<file path="src/rtl/ogs_pkg.sv">
// Shared types and constants for the orbiter gravity step core.
// No dependencies.
package ogs_pkg;
  localparam int MAX_STARS_DEF = 16;
  localparam logic [15:0] DIV_RESET = 16'd300;
  localparam int QW = 4;

  typedef struct packed {
    logic signed [23:0] ox;
    logic signed [23:0] oy;
    logic signed [23:0] ovx;
    logic signed [23:0] ovy;
    logic [15:0]        omass;
    logic signed [23:0] sx;
    logic signed [23:0] sy;
    logic [15:0]        smass;
    logic [9:0]         srad;
    logic               present;
    logic               last;
  } item_t;

  // Integer square root, one result bit per call.
  typedef struct packed {
    logic [63:0] rem;
    logic [31:0] root;
  } sq_t;

  function automatic sq_t sqrt_step(sq_t s, logic [1:0] pair);
    logic [63:0] r;
    logic [63:0] t;
    sq_t o;
    r = {s.rem[61:0], pair};
    t = {30'd0, s.root, 2'b01};
    if (r >= t) begin
      o.rem = r - t;
      o.root = {s.root[30:0], 1'b1};
    end else begin
      o.rem = r;
      o.root = {s.root[30:0], 1'b0};
    end
    return o;
  endfunction
endpackage

</file>
<file path="src/rtl/ogs_front.sv">
// Input side of the gravity step core: takes words, pushes them into a small queue.
// Depends on ogs_pkg.
module ogs_front import ogs_pkg::*; (
  input  logic  clk,
  input  logic  rst_n,
  input  logic  in_valid,
  output logic  in_ready,
  input  item_t in_item,
  output logic  q_valid,
  input  logic  q_pop,
  output item_t q_item
);
  localparam int AW = $clog2(QW);
  item_t mem [QW];
  logic [AW:0] wp_r, rp_r;
  logic push;

  assign in_ready = (wp_r - rp_r) != (AW + 1)'(QW);
  assign push = in_valid && in_ready;
  assign q_valid = wp_r != rp_r;
  assign q_item = mem[rp_r[AW-1:0]];

  // queue storage
  always_ff @(posedge clk) begin
    if (push) mem[wp_r[AW-1:0]] <= in_item;
  end

  // pointers
  always_ff @(posedge clk) begin
    if (!rst_n) begin
      wp_r <= '0;
      rp_r <= '0;
    end else begin
      if (push) wp_r <= wp_r + 1'b1;
      if (q_pop && q_valid) rp_r <= rp_r + 1'b1;
    end
  end

`ifndef SYNTHESIS
  a_no_over: assert property (@(posedge clk) disable iff (!rst_n)
    (wp_r - rp_r) <= (AW + 1)'(QW)) else $error("queue overfilled");
  a_pop_ok: assert property (@(posedge clk) disable iff (!rst_n)
    q_pop |-> q_valid) else $error("pop of empty queue");
  a_push_move: assert property (@(posedge clk) disable iff (!rst_n)
    push && !q_pop |=> wp_r != rp_r) else $error("push lost");
`endif
endmodule

</file>
<file path="config.mk">
export PLATFORM = sky130hd
export DESIGN_NAME = ogs_front
export DESIGN_NICKNAME = d
export VERILOG_FILES = /design/src/rtl/ogs_pkg.sv /design/src/rtl/ogs_front.sv
export SDC_FILE = /design/constraint.sdc
export NUM_CORES = 1
export LEC_CHECK = 0
export BUFFER_PORTS_ARGS = -buffer_cell sky130_fd_sc_hd__buf_2
export CAP_MARGIN = 20
export CORE_ASPECT_RATIO = 1.25
export CORE_MARGIN = 1
export CORE_UTILIZATION = 35
export CTS_BUF_LIST = sky130_fd_sc_hd__clkbuf_2 sky130_fd_sc_hd__clkbuf_4 sky130_fd_sc_hd__clkbuf_8
export DETAILED_ROUTE_END_ITERATION = 10
export MAX_ROUTING_LAYER = met4
export PLACE_DENSITY_LB_ADDON = 0.25
export SLEW_MARGIN = 20
export SYNTH_ARGS = -nofsm -noshare
export SYNTH_HDL_FRONTEND = slang
export SYNTH_SLANG_ARGS = --single-unit
</file>
<file path="constraint.sdc">
create_clock -name clk -period 18.9 [get_ports clk]
set_clock_uncertainty 0.15 [all_clocks]
set_input_delay 2.835 -clock clk [delete_from_list [all_inputs] [get_ports clk]]
set_output_delay 2.835 -clock clk [all_outputs]
set_load 0.01 [all_outputs]
</file>
==> metrics.md, run 1 <==
| Metric | Value |
|---|---|
| Cell variety after synth | 22 |
| Row count | 114 |
| Vias per cell | 4.73 |
| Initial antenna violation count | 16 |
| Fmax achieved | 0.143 GHz |
| Main synth FF type | edfxtp_1 |
| Die Area | 0.0800 sq mm |
| Sink Count | 760 |
| Post-DRT Antenna Nets | 0 |
| Mapped cell area | 0.0276 sq mm |
| Setup violators final | 0 |
| Sum Neg Setup Slack | 0 ns |
| DRT iter0 DRCs | 705 |
| DR DRC count | 0 |
| Final wirelength | 59500 um |
| Worst setup SP type | flip-flop |
| Die W | 253 um |
| Clock root buffer master | clkbuf_8 |
| GRT Residual Overflow | 0 |
| Async set-reset flop share out of synthesis | 0% |
| Post-synth EDFFs | 752 |
| Mean post-synth cell area | 26.7 sq um |
| Number of I/O pins | 382 |
| Max Buffers Root-to-Sink | 3 |
| Hold-fix buffers at CTS | 0 |
| Synthesized instance count | 1033 |
| Final HPWL DP | 35200 um |
| Power share of the clock group | 29.6% |
| Seq/Total Area, Yosys | 82.4% |
| Worst-Skew Late Latency | 0.71 ns |
| Hold Violations, Final | 0 |
| Htree depth | 3 |
| Combinational Power Share | 24.0% |
| Final Hold Slack | 0.357 ns |
| Layout area overhead | 19.9% |
| Largest net degree at the start of global routing | 65 |
| Avg WL per Cell | 22.3 um |
| Critical Path RT | 15.92 ns |
| All-Layer GR Usage | 15.4% |
| PwrDens | 140 mW/mm^2 |
| Max rail drop VDD | 0.0717 mV |
| Synth warn | 0 |
| Initial Utilization | 35.5% |
| First-pass GRT wire length | 87300 um |
| Die H | 316 um |
| Measured slew at the worst slew-check pin | 1.06 ns |
| TritonRoute pass-1 iters | 4 |
| CTS clock-pin slew for the worst setup and hold paths | 0.06 ns |
| CP Class | flip-flop to primary output |
| Nets | 1712 |
| Slew Viols, Final | 0 |
| Reg power frac | 46.3% |
| Gpl congestion | 0.739 |
| Core area | 0.0777 sq mm |
| Postcts setup bufs | 0 |
| Number of CTS-inserted buffers | 120 |
| Layout cell share with drive strength beyond 1 | 48.4% |
| Fin crit share | 37.0% |
| Crit path DAT | 4.00 ns |
| I/O Buffers | 381 |
| Fillers | 6777 |
| Max cap viols | 0 |
| Seq cells post-synth | 760 |
| Worst hold path type | flip-flop to flip-flop |
| Lkg Pwr | 0.0109 uW |
| CP Max Fanout | 42 |
| Syn nets | 1232 |
| Post-CTS sizing | 0 |
| Sw Share | 28.2% |
| Slew headroom | 29.3% |
| Fin crit period | 6.99 ns |
| CTS tree | built |
| Outcome | finished clean |
| RSZ-0062 raised after global routing | no |
| Routed via count | 12614 |
| Pint | 3320 uW |
| Crit end category | primary output |
| Switching Power | 1300 uW |
| Vias in the first global route | 13823 |
[logic make-up after synthesis]
group	Yosys count	share of synthesized area (%)
simple gates	18	0.335
flops	760	82.4
fa+ha+maj	7	0.317
mux	192	15.5
xor+xnor	5	0.213
buf+inv	47	1.11
compound gates	4	0.168
[layout by cell type, fill, tap and decap left out]
master	n
dfxtp_4	2
clkinv_8	2
clkinvlp_4	5
and2_4	3
dfxtp_1	6
ha_1	7
and2_1	3
o21ai_0	1
a31oi_4	2
clkinv_4	1
mux4_2	188
mux2i_1	4
bufinv_16	6
nand3_1	2
diode_2	14
nand2b_1	1
clkinv_1	37
clkbuf_8	122
buf_4	20
xnor2_1	2
buf_2	381
xnor2_2	2
edfxtp_1	752
inv_1	4
clkinv_2	11
inv_6	1
o211ai_1	1
xor2_1	1
clkbuf_4	31
nand2_1	7
nor2b_1	2
[flip-flops by register name, summed over array words and instances, names as in the netlist, named ones only]
name / count
mem: 752
rp_r: 3
wp_r: 3
[per-layer routing]
metal,vias up,global-route usage [%],share of wire (%)
li1,5482,-,-
met1,6673,17.8,39
met2,368,24.9,51
met3,91,5.19,7.7
met4,0,5.81,2.2
met5,-,-,0
[worst max-delay path, cell delays in order, from the launching register on]
cell and delay (ns):
dfxtp_4 0.98, buf_4 0.83, buf_4 0.65, mux4_2 0.61, buf_2 0.16
[power by group through the flow]
stage / combinational [uW] / clock [uW] / sequential [uW]
2_1_floorplan: 752 / 0 / 2170
3_3_place_gp: 1150 / 0 / 2180
3_5_place_dp: 1150 / 0 / 2190
4_1_cts: 1150 / 1420 / 2150
5_1_grt: 1200 / 1490 / 2160
6_report: 1110 / 1370 / 2140
[path summary, 6_finish.rpt]
kind / from / end / slack (ns) / depth (start not counted)
hold reg to reg: wp_r[0]$_SDFFE_PN0P_ / wp_r[0]$_SDFFE_PN0P_ / 0.36 / 2
setup reg to reg: wp_r[0]$_SDFFE_PN0P_ / mem[2][103]$_DFFE_PP_ / 14.75 / 8
setup / recovery: flip-flop / q_item[160] / 11.91 / 4
hold / removal: wp_r[0]$_SDFFE_PN0P_ / wp_r[0]$_SDFFE_PN0P_ / 0.36 / 2
[metrics by stage]
stage / instance area, sq um / cells / power (uW) / worst slack (ns) / utilization (%)
floorplan: 27600 / 1033 / 2920 / 9.59 / -
CTS: 33100 / 2651 / 4720 / 11.55 / 42.5
global route: 33100 / 2663 / 4850 / 11.44 / 42.6
detailed placement: 30700 / 2435 / 3330 / 12.39 / 39.5
global placement: 30700 / 2435 / 3330 / 12.40 / 39.5
finish: 33100 / 2665 / 4630 / 11.91 / 42.6
[area by class of cell]
| cell class | count | area, sq um | area share (%) |
|---|---|---|---|
| diodes | 14 | 35.0 | 0.106 |
| clock buffers | 153 | 1910 | 5.77 |
| clock inverters | 63 | 462 | 1.39 |
| inverters | 4 | 15.0 | 0.0453 |
| multi-input cells | 226 | 4580 | 13.8 |
| flip-flops and latches | 760 | 22700 | 68.7 |
| well taps | 1044 | 1310 | 3.94 |
| repair buffers | 401 | 2060 | 6.21 |
[synthesized netlist by cell type (all sizes together) (4+ instances only)]
cell    instances  area [sq um]
and2            6          37.5
buf            36           267
clkbuf          7          26.3
dfxtp           8           160
edfxtp        752         22600
ha              7          87.6
inv             4          15.0
mux2i           4          40.0
mux4          188          4230
nand2           7          26.3
xnor2           4          50.1
(Power assumes the default switching activity.)
==> run 2: changes to the inputs <==
- clock period: 18.9 -> 6.9 ns (I/O delays scaled with it)
==> run 2 against run 1 <==
Net effect: global-route usage fell by 0.61 points; routed wire length fell by 3.5%; worst hold slack improved by 0.0038 ns; clock power rose to 2.6 times the previous value; count of clock-buffer cells in the layout fell by 2; sequential share of layout area rose by 0.070 points; register-to-register slack got worse by 11 ns; non-clock buffer count fell by 5; cell area fell by 0.10%; total power rose to 2.7 times the previous value; setup slack got worse by 9.4 ns; largest power group unchanged.
==> metrics.md, run 2 (synthesized netlist as in run 1, its figures left out) <==
| Metric | Value |
|---|---|
| Layout area overhead | 19.8% |
| Outcome | finished clean |
| Worst setup SP type | flip-flop |
| Sink Count | 760 (unchanged) |
| CP Class | flip-flop to primary output |
| GRT Max-Usage Layer | met2 |
| Critical Path RT | 5.71 ns (-10.21 ns) |
| CP Max Fanout | 73 (+74%) |
| Number of I/O pins | 382 (unchanged) |
| Hold Violations, Final | 0 (unchanged) |
| Post-CTS sizing | 0 (unchanged) |
| Max rail drop VDD | 0.245 mV (+240%) |
| I/O Buffers | 381 (unchanged) |
| Layout cell share with drive strength beyond 1 | 48.2% (-0.13 points) |
| DRT iter0 DRCs | 567 (-20%) |
| CP endpoint | q_item[163] |
| Crit end category | primary output |
| Hold-fix buffers at CTS | 0 (unchanged) |
| Fin crit share | 63.1% |
| Crit path DAT | 3.17 ns (-0.83 ns) |
| Fmax achieved | 0.230 GHz |
| Sw Share | 28.4% (+0.19 points) |
| GR Layer Usage met2 | 24.5% (-0.41 points) |
| CTS clock-pin slew for the worst setup and hold paths | 0.06 ns (about the same) |
| GRT Residual Overflow | 0 (unchanged) |
| Initial Utilization | 35.5% (unchanged) |
| RSZ-0062 raised after global routing | no |
| Die W | 253 um (unchanged) |
| Switching Power | 3550 uW (+170%) |
| Max cap viols | 0 (unchanged) |
| First-pass GRT wire length | 84400 um (-3.2%) |
| Core area | 0.0777 sq mm (unchanged) |
| Pint | 8950 uW (+170%) |
| Power share of the clock group | 28.6% (-1.0 points) |
| Clock root buffer master | clkbuf_8 |
| Worst-Skew Late Latency | 0.71 ns (about the same) |
| Worst hold path type | flip-flop to flip-flop |
| DR DRC count | 0 (unchanged) |
| CTS tree | built |
| Gpl congestion | 0.692 (-6.4%) |
| Delay of the slowest critical-path stage | 0.75 ns (-0.23 ns) |
| TritonRoute pass-1 iters | 6 (+2) |
| R2R setup slack | 3.53 ns (-11.22 ns) |
| Row count | 114 (unchanged) |
| Met3 Use GR | 5.29% (+0.099 points) |
| Worst r2r src | wp_r[0]$_SDFFE_PN0P_ |
| Max Buffers Root-to-Sink | 3 (unchanged) |
| Most frequent cells in the layout | edfxtp_1, buf_2, mux4_2, clkbuf_8, clkinv_1 |
| Reg power frac | 46.8% (+0.5 points) |
| Max reg flops | 752 (unchanged) |
| Initial antenna violation count | 12 (-4) |
| Pre-CTS setup slack | 3.26 ns (-9.13 ns) |
| Final wirelength | 57400 um (-3.5%) |
| Htree depth | 3 (unchanged) |
| All-Layer GR Usage | 14.8% (-0.61 points) |
| Number of CTS-inserted buffers | 117 (-2.5%) |
| GRT met1 Usage | 16.5% (-1.3 points) |
| Post-DRT Antenna Nets | 0 (unchanged) |
| R2R depth | 7 (-1) |
| Final Hold Slack | 0.360 ns (+0.00381 ns) |
| Final setup margin | 2.55 ns (-9.37 ns) |
| Nets | 1704 (-0.47%) |
| Post-layout util | 42.6% (-0.044 points) |
| Lkg Pwr | 0.0109 uW (-0.41%) |
| Commonest non-fill, non-tap cell in the layout | edfxtp_1 |
| Measured slew at the worst slew-check pin | 0.959 ns (-0.100 ns) |
| Slew headroom | 36.0% (+6.7 points) |
| Vias per cell | 4.73 (-0.13%) |
| Reg2Reg Capture Point | mem[2][163]$_DFFE_PP_ |
| Combinational Power Share | 24.6% (+0.6 points) |
| Slew Viols, Final | 0 (unchanged) |
| Largest net degree at the start of global routing | 116 (+78%) |
| Postcts setup bufs | 0 (unchanged) |
| Die Area | 0.0800 sq mm (unchanged) |
| Vias in the first global route | 13947 (+0.90%) |
| PwrDens | 378 mW/mm^2 (+170%) |
| Critical path cell sequence | buf_12 -> buf_16 -> mux4_2 -> buf_2 |
| Die H | 316 um (unchanged) |
| Routed via count | 12569 (-0.36%) |
| Avg WL per Cell | 21.6 um (-3.3%) |
| Fin crit period | 4.35 ns |
| Slowest-stage cell, CP | dfxtp_4 |
| Final HPWL DP | 33000 um (-6.4%) |
| Sum Neg Setup Slack | 0 ns (unchanged) |
| Setup violators final | 0 (unchanged) |
## run 2: cell types whose count changed in the layout (fill, tap and decap cells not counted), sizes merged
cell	change
buf	-5
bufinv	-4
inv	+4
clkbuf	-2
clkinv	+2
diode	-2
clkinvlp	+1
## run 2: routing by layer
metal  routed length, um  part of all wire (%)
met4                1260                   2.2
met5                   0                     0
met3                4550                   7.9
met2               29300                    51
met1               22300                    39
## run 2: layout make-up
type,instances,area [sq um]
diodes,12,30.0
clock buffers,151,1870
clock inverters,66,397
fillers,6838,44700
inverters,4,15.0
multi-input cells,226,4580
flip-flops and latches,760,22700
well taps,1044,1310
repair buffers,396,2140
## run 2: through the flow
stage               area (sq um)  total power, uW  std cells
floorplan                  27600             7990       1033
finish                     33100            12500       2659
CTS                        33000            12800       2646
global route               33100            13100       2659
global placement           30800             9090       2429
detailed placement         30800             9120       2429
## run 2: power groups by stage
stage / logic (uW) / registers, uW / clock network [uW]
after CTS: 3180 / 5860 / 3720
after detailed placement: 3170 / 5950 / 0
final: 3080 / 5840 / 3580
after floorplan: 2060 / 5930 / 0
after global placement: 3170 / 5920 / 0
after global routing: 3330 / 5900 / 3890
## run 2: worst min path at each step
stage,start,cells after the start,endpoint,slack (ns)
after floorplan,wp_r[0]$_SDFFE_PN0P_,2,wp_r[0]$_SDFFE_PN0P_,0.32
after global placement,wp_r[0]$_SDFFE_PN0P_,2,wp_r[0]$_SDFFE_PN0P_,0.33
after detailed placement,wp_r[0]$_SDFFE_PN0P_,2,wp_r[0]$_SDFFE_PN0P_,0.36
after CTS,in_item[62],1,mem[0][62]$_DFFE_PP_,0.26
after global routing,in_item[94],1,mem[1][94]$_DFFE_PP_,0.29
final,wp_r[0]$_SDFFE_PN0P_,2,wp_r[0]$_SDFFE_PN0P_,0.36
## run 2: worst max-delay path, delay by kind of cell, from the launching register on
kind	cells	cell delay (ns)
DFF	1	0.75
buffers and inverters	3	0.91
muxes	1	0.61
==> run 3: changes to the inputs <==
- clock period: 6.9 -> 4.3 ns (I/O delays scaled with it)
==> run 3 against run 2 <==
Net effect: total power up 63%; routed wire length rose by 3.9%; clock power is 60% higher; non-clock buffer count increased by 197; global-route usage rose by 0.72 points; combinational power grew 71%; register-to-register slack worse by 2.1 ns; first-iteration DRC count rose by 5.5%; cell area up 6.2%; setup slack got worse by 1.8 ns; flip-flop and latch count is the same; largest cell class unchanged; largest power group unchanged.
==> metrics.md, run 3 (synthesized netlist as in run 1, its figures left out) <==
| Metric | Value |
|---|---|
| Initial antenna violation count | 12 (unchanged) |
| Row count | 114 (unchanged) |
| Number of I/O pins | 382 (unchanged) |
| Die W | 253 um (unchanged) |
| CTS tree | built |
| Initial Utilization | 35.5% (unchanged) |
| Routed via count | 13279 (+5.6%) |
| TritonRoute pass-1 iters | 5 (-1) |
| Core area | 0.0777 sq mm (unchanged) |
| Fillers | 6656 (-2.7%) |
| Gpl congestion | 0.743 (+7.4%) |
| Lkg Pwr | 0.0118 uW (+7.9%) |
| Htree depth | 3 (unchanged) |
| Largest net degree at the start of global routing | 104 (-10%) |
| Slew Viols, Final | 0 (unchanged) |
| Worst-Skew Late Latency | 0.72 ns (about the same) |
| DRT iter0 DRCs | 598 (+5.5%) |
| PwrDens | 580 mW/mm^2 (+53%) |
| CTS clock-pin slew for the worst setup and hold paths | 0.06 ns (about the same) |
| Number of CTS-inserted buffers | 115 (-1.7%) |
| CP Max Fanout | 34 (-53%) |
| Max reg flops | 752 (unchanged) |
| Slowest-stage cell, CP | dfxtp_4 |
| Outcome | finished clean |
| All-Layer GR Usage | 15.5% (+0.72 points) |
| Final wirelength | 59600 um (+3.9%) |
| Hold Violations, Final | 0 (unchanged) |
| Final Hold Slack | 0.117 ns (-0.243 ns) |
| Critical Path RT | 3.50 ns (-2.21 ns) |
| Max Buffers Root-to-Sink | 3 (unchanged) |
| Postcts setup bufs | 0 (unchanged) |
| Fin crit share | 82.6% |
| I/O Buffers | 381 (unchanged) |
| Delay of the slowest critical-path stage | 0.92 ns (+0.17 ns) |
| Layout area overhead | 27.2% |
| Worst setup SP type | flip-flop |
| Worst hold path type | input port to flip-flop |
| Post-route cell area | 0.0351 sq mm (+6.2%) |
| Vias in the first global route | 14803 (+6.1%) |
| Critical path cell sequence | buf_4 -> mux4_2 -> buf_2 |
| Commonest non-fill, non-tap cell in the layout | edfxtp_1 |
| Final HPWL DP | 34900 um (+5.8%) |
| Die Area | 0.0800 sq mm (unchanged) |
| DR DRC count | 0 (unchanged) |
| Post-layout util | 45.2% (+2.6 points) |
| Fmax achieved | 0.282 GHz |
| Sink Count | 760 (unchanged) |
| Nets | 1899 (+11%) |
| Max cap viols | 0 (unchanged) |
| Post-DRT Antenna Nets | 0 (unchanged) |
| CP Class | flip-flop to primary output |
| Most frequent cells in the layout | edfxtp_1, buf_2, mux4_2, dlygate4sd3_1, clkbuf_8 |
| GRT Residual Overflow | 0 (unchanged) |
| Crit end category | primary output |
| First-pass GRT wire length | 88900 um (+5.3%) |
| RSZ-0062 raised after global routing | no |
| Crit path DAT | 2.75 ns (-0.42 ns) |
| Fin crit period | 3.55 ns |
| Clock root buffer master | clkbuf_8 |
| Layout cell share with drive strength beyond 1 | 43.5% (-4.7 points) |
| Avg WL per Cell | 20.9 um (-3.0%) |
| Vias per cell | 4.66 (-1.4%) |
| Max rail drop VDD | 0.296 mV (+21%) |
| Placed cell area | 0.0310 sq mm (+0.72%) |
| Measured slew at the worst slew-check pin | 0.874 ns (-0.0857 ns) |
| Setup violators final | 0 (unchanged) |
| Slew headroom | 41.8% (+5.7 points) |
| Die H | 316 um (unchanged) |
## run 3: cell count changes in the layout (fill, tap and decap cells not counted), sizes merged, moves of 5 or more
cell         before  now
buf             396  405
clkinvlp          6    1
clkbuf          151  145
dlygate4sd3       0  188
## run 3: layout make-up
class	instances	area, sq um	share of cell area, %
diodes	10	25.0	0.0713
multi-input cells	226	4600	13.1
clock buffers	145	1810	5.17
well taps	1044	1310	3.72
clock inverters	66	417	1.19
repair buffers	593	4190	11.9
inverters	4	15.0	0.0428
flip-flops and latches	760	22800	64.8
## run 3: what timing repair did
action	4_1_cts	5_1_grt
hold endpoints to repair	752	0
hold buffers	188	0
gates resized for setup	0	0
## run 3: power by group
group          switching [uW]  internal [uW]  total, uW  leakage (uW)
combinational            2740           2520       5260       0.00361
clock                    2710           3020       5730       0.00118
sequential                297           9080       9380       0.00696
total                    5750          14600      20400        0.0118
## run 3: worst paths after layout
check | from | endpoint | slack, ns | cells after the start
worst max-delay path | flip-flop | q_item[125] | 0.75 | 3
worst min register to register | wp_r[0]$_SDFFE_PN0P_ | wp_r[0]$_SDFFE_PN0P_ | 0.36 | 2
worst min-delay path | rst_n | wp_r[2]$_SDFFE_PN0P_ | 0.12 | 3
worst max register to register | wp_r[0]$_SDFFE_PN0P_ | mem[1][73]$_DFFE_PP_ | 1.44 | 7
## run 3: metal layers
layer	wire, um	GRT usage (%)	vias to the layer above
li1	-	-	5867
met5	0	-	-
met3	4110	4.65	83
met2	31100	26.2	378
met4	1050	4.72	0
met1	23400	17.7	6951
## run 3: stage by stage
step                      worst slack, ns  TNS, ns  power [uW]  std cells
after global placement               1.34        0       14800       2439
after global routing                0.458        0       21400       2848
after floorplan                    -0.403   -76.17       12700       1033
after detailed placement             1.37        0       14800       2439
after CTS                           0.510        0       20800       2838
final                               0.750        0       20400       2848
## run 3: worst max-delay path: cells and delay by family, from the launching register on
family   cells  cell delay (ns)
flops        1             0.92
mux          1             0.54
buf+inv      2             0.54
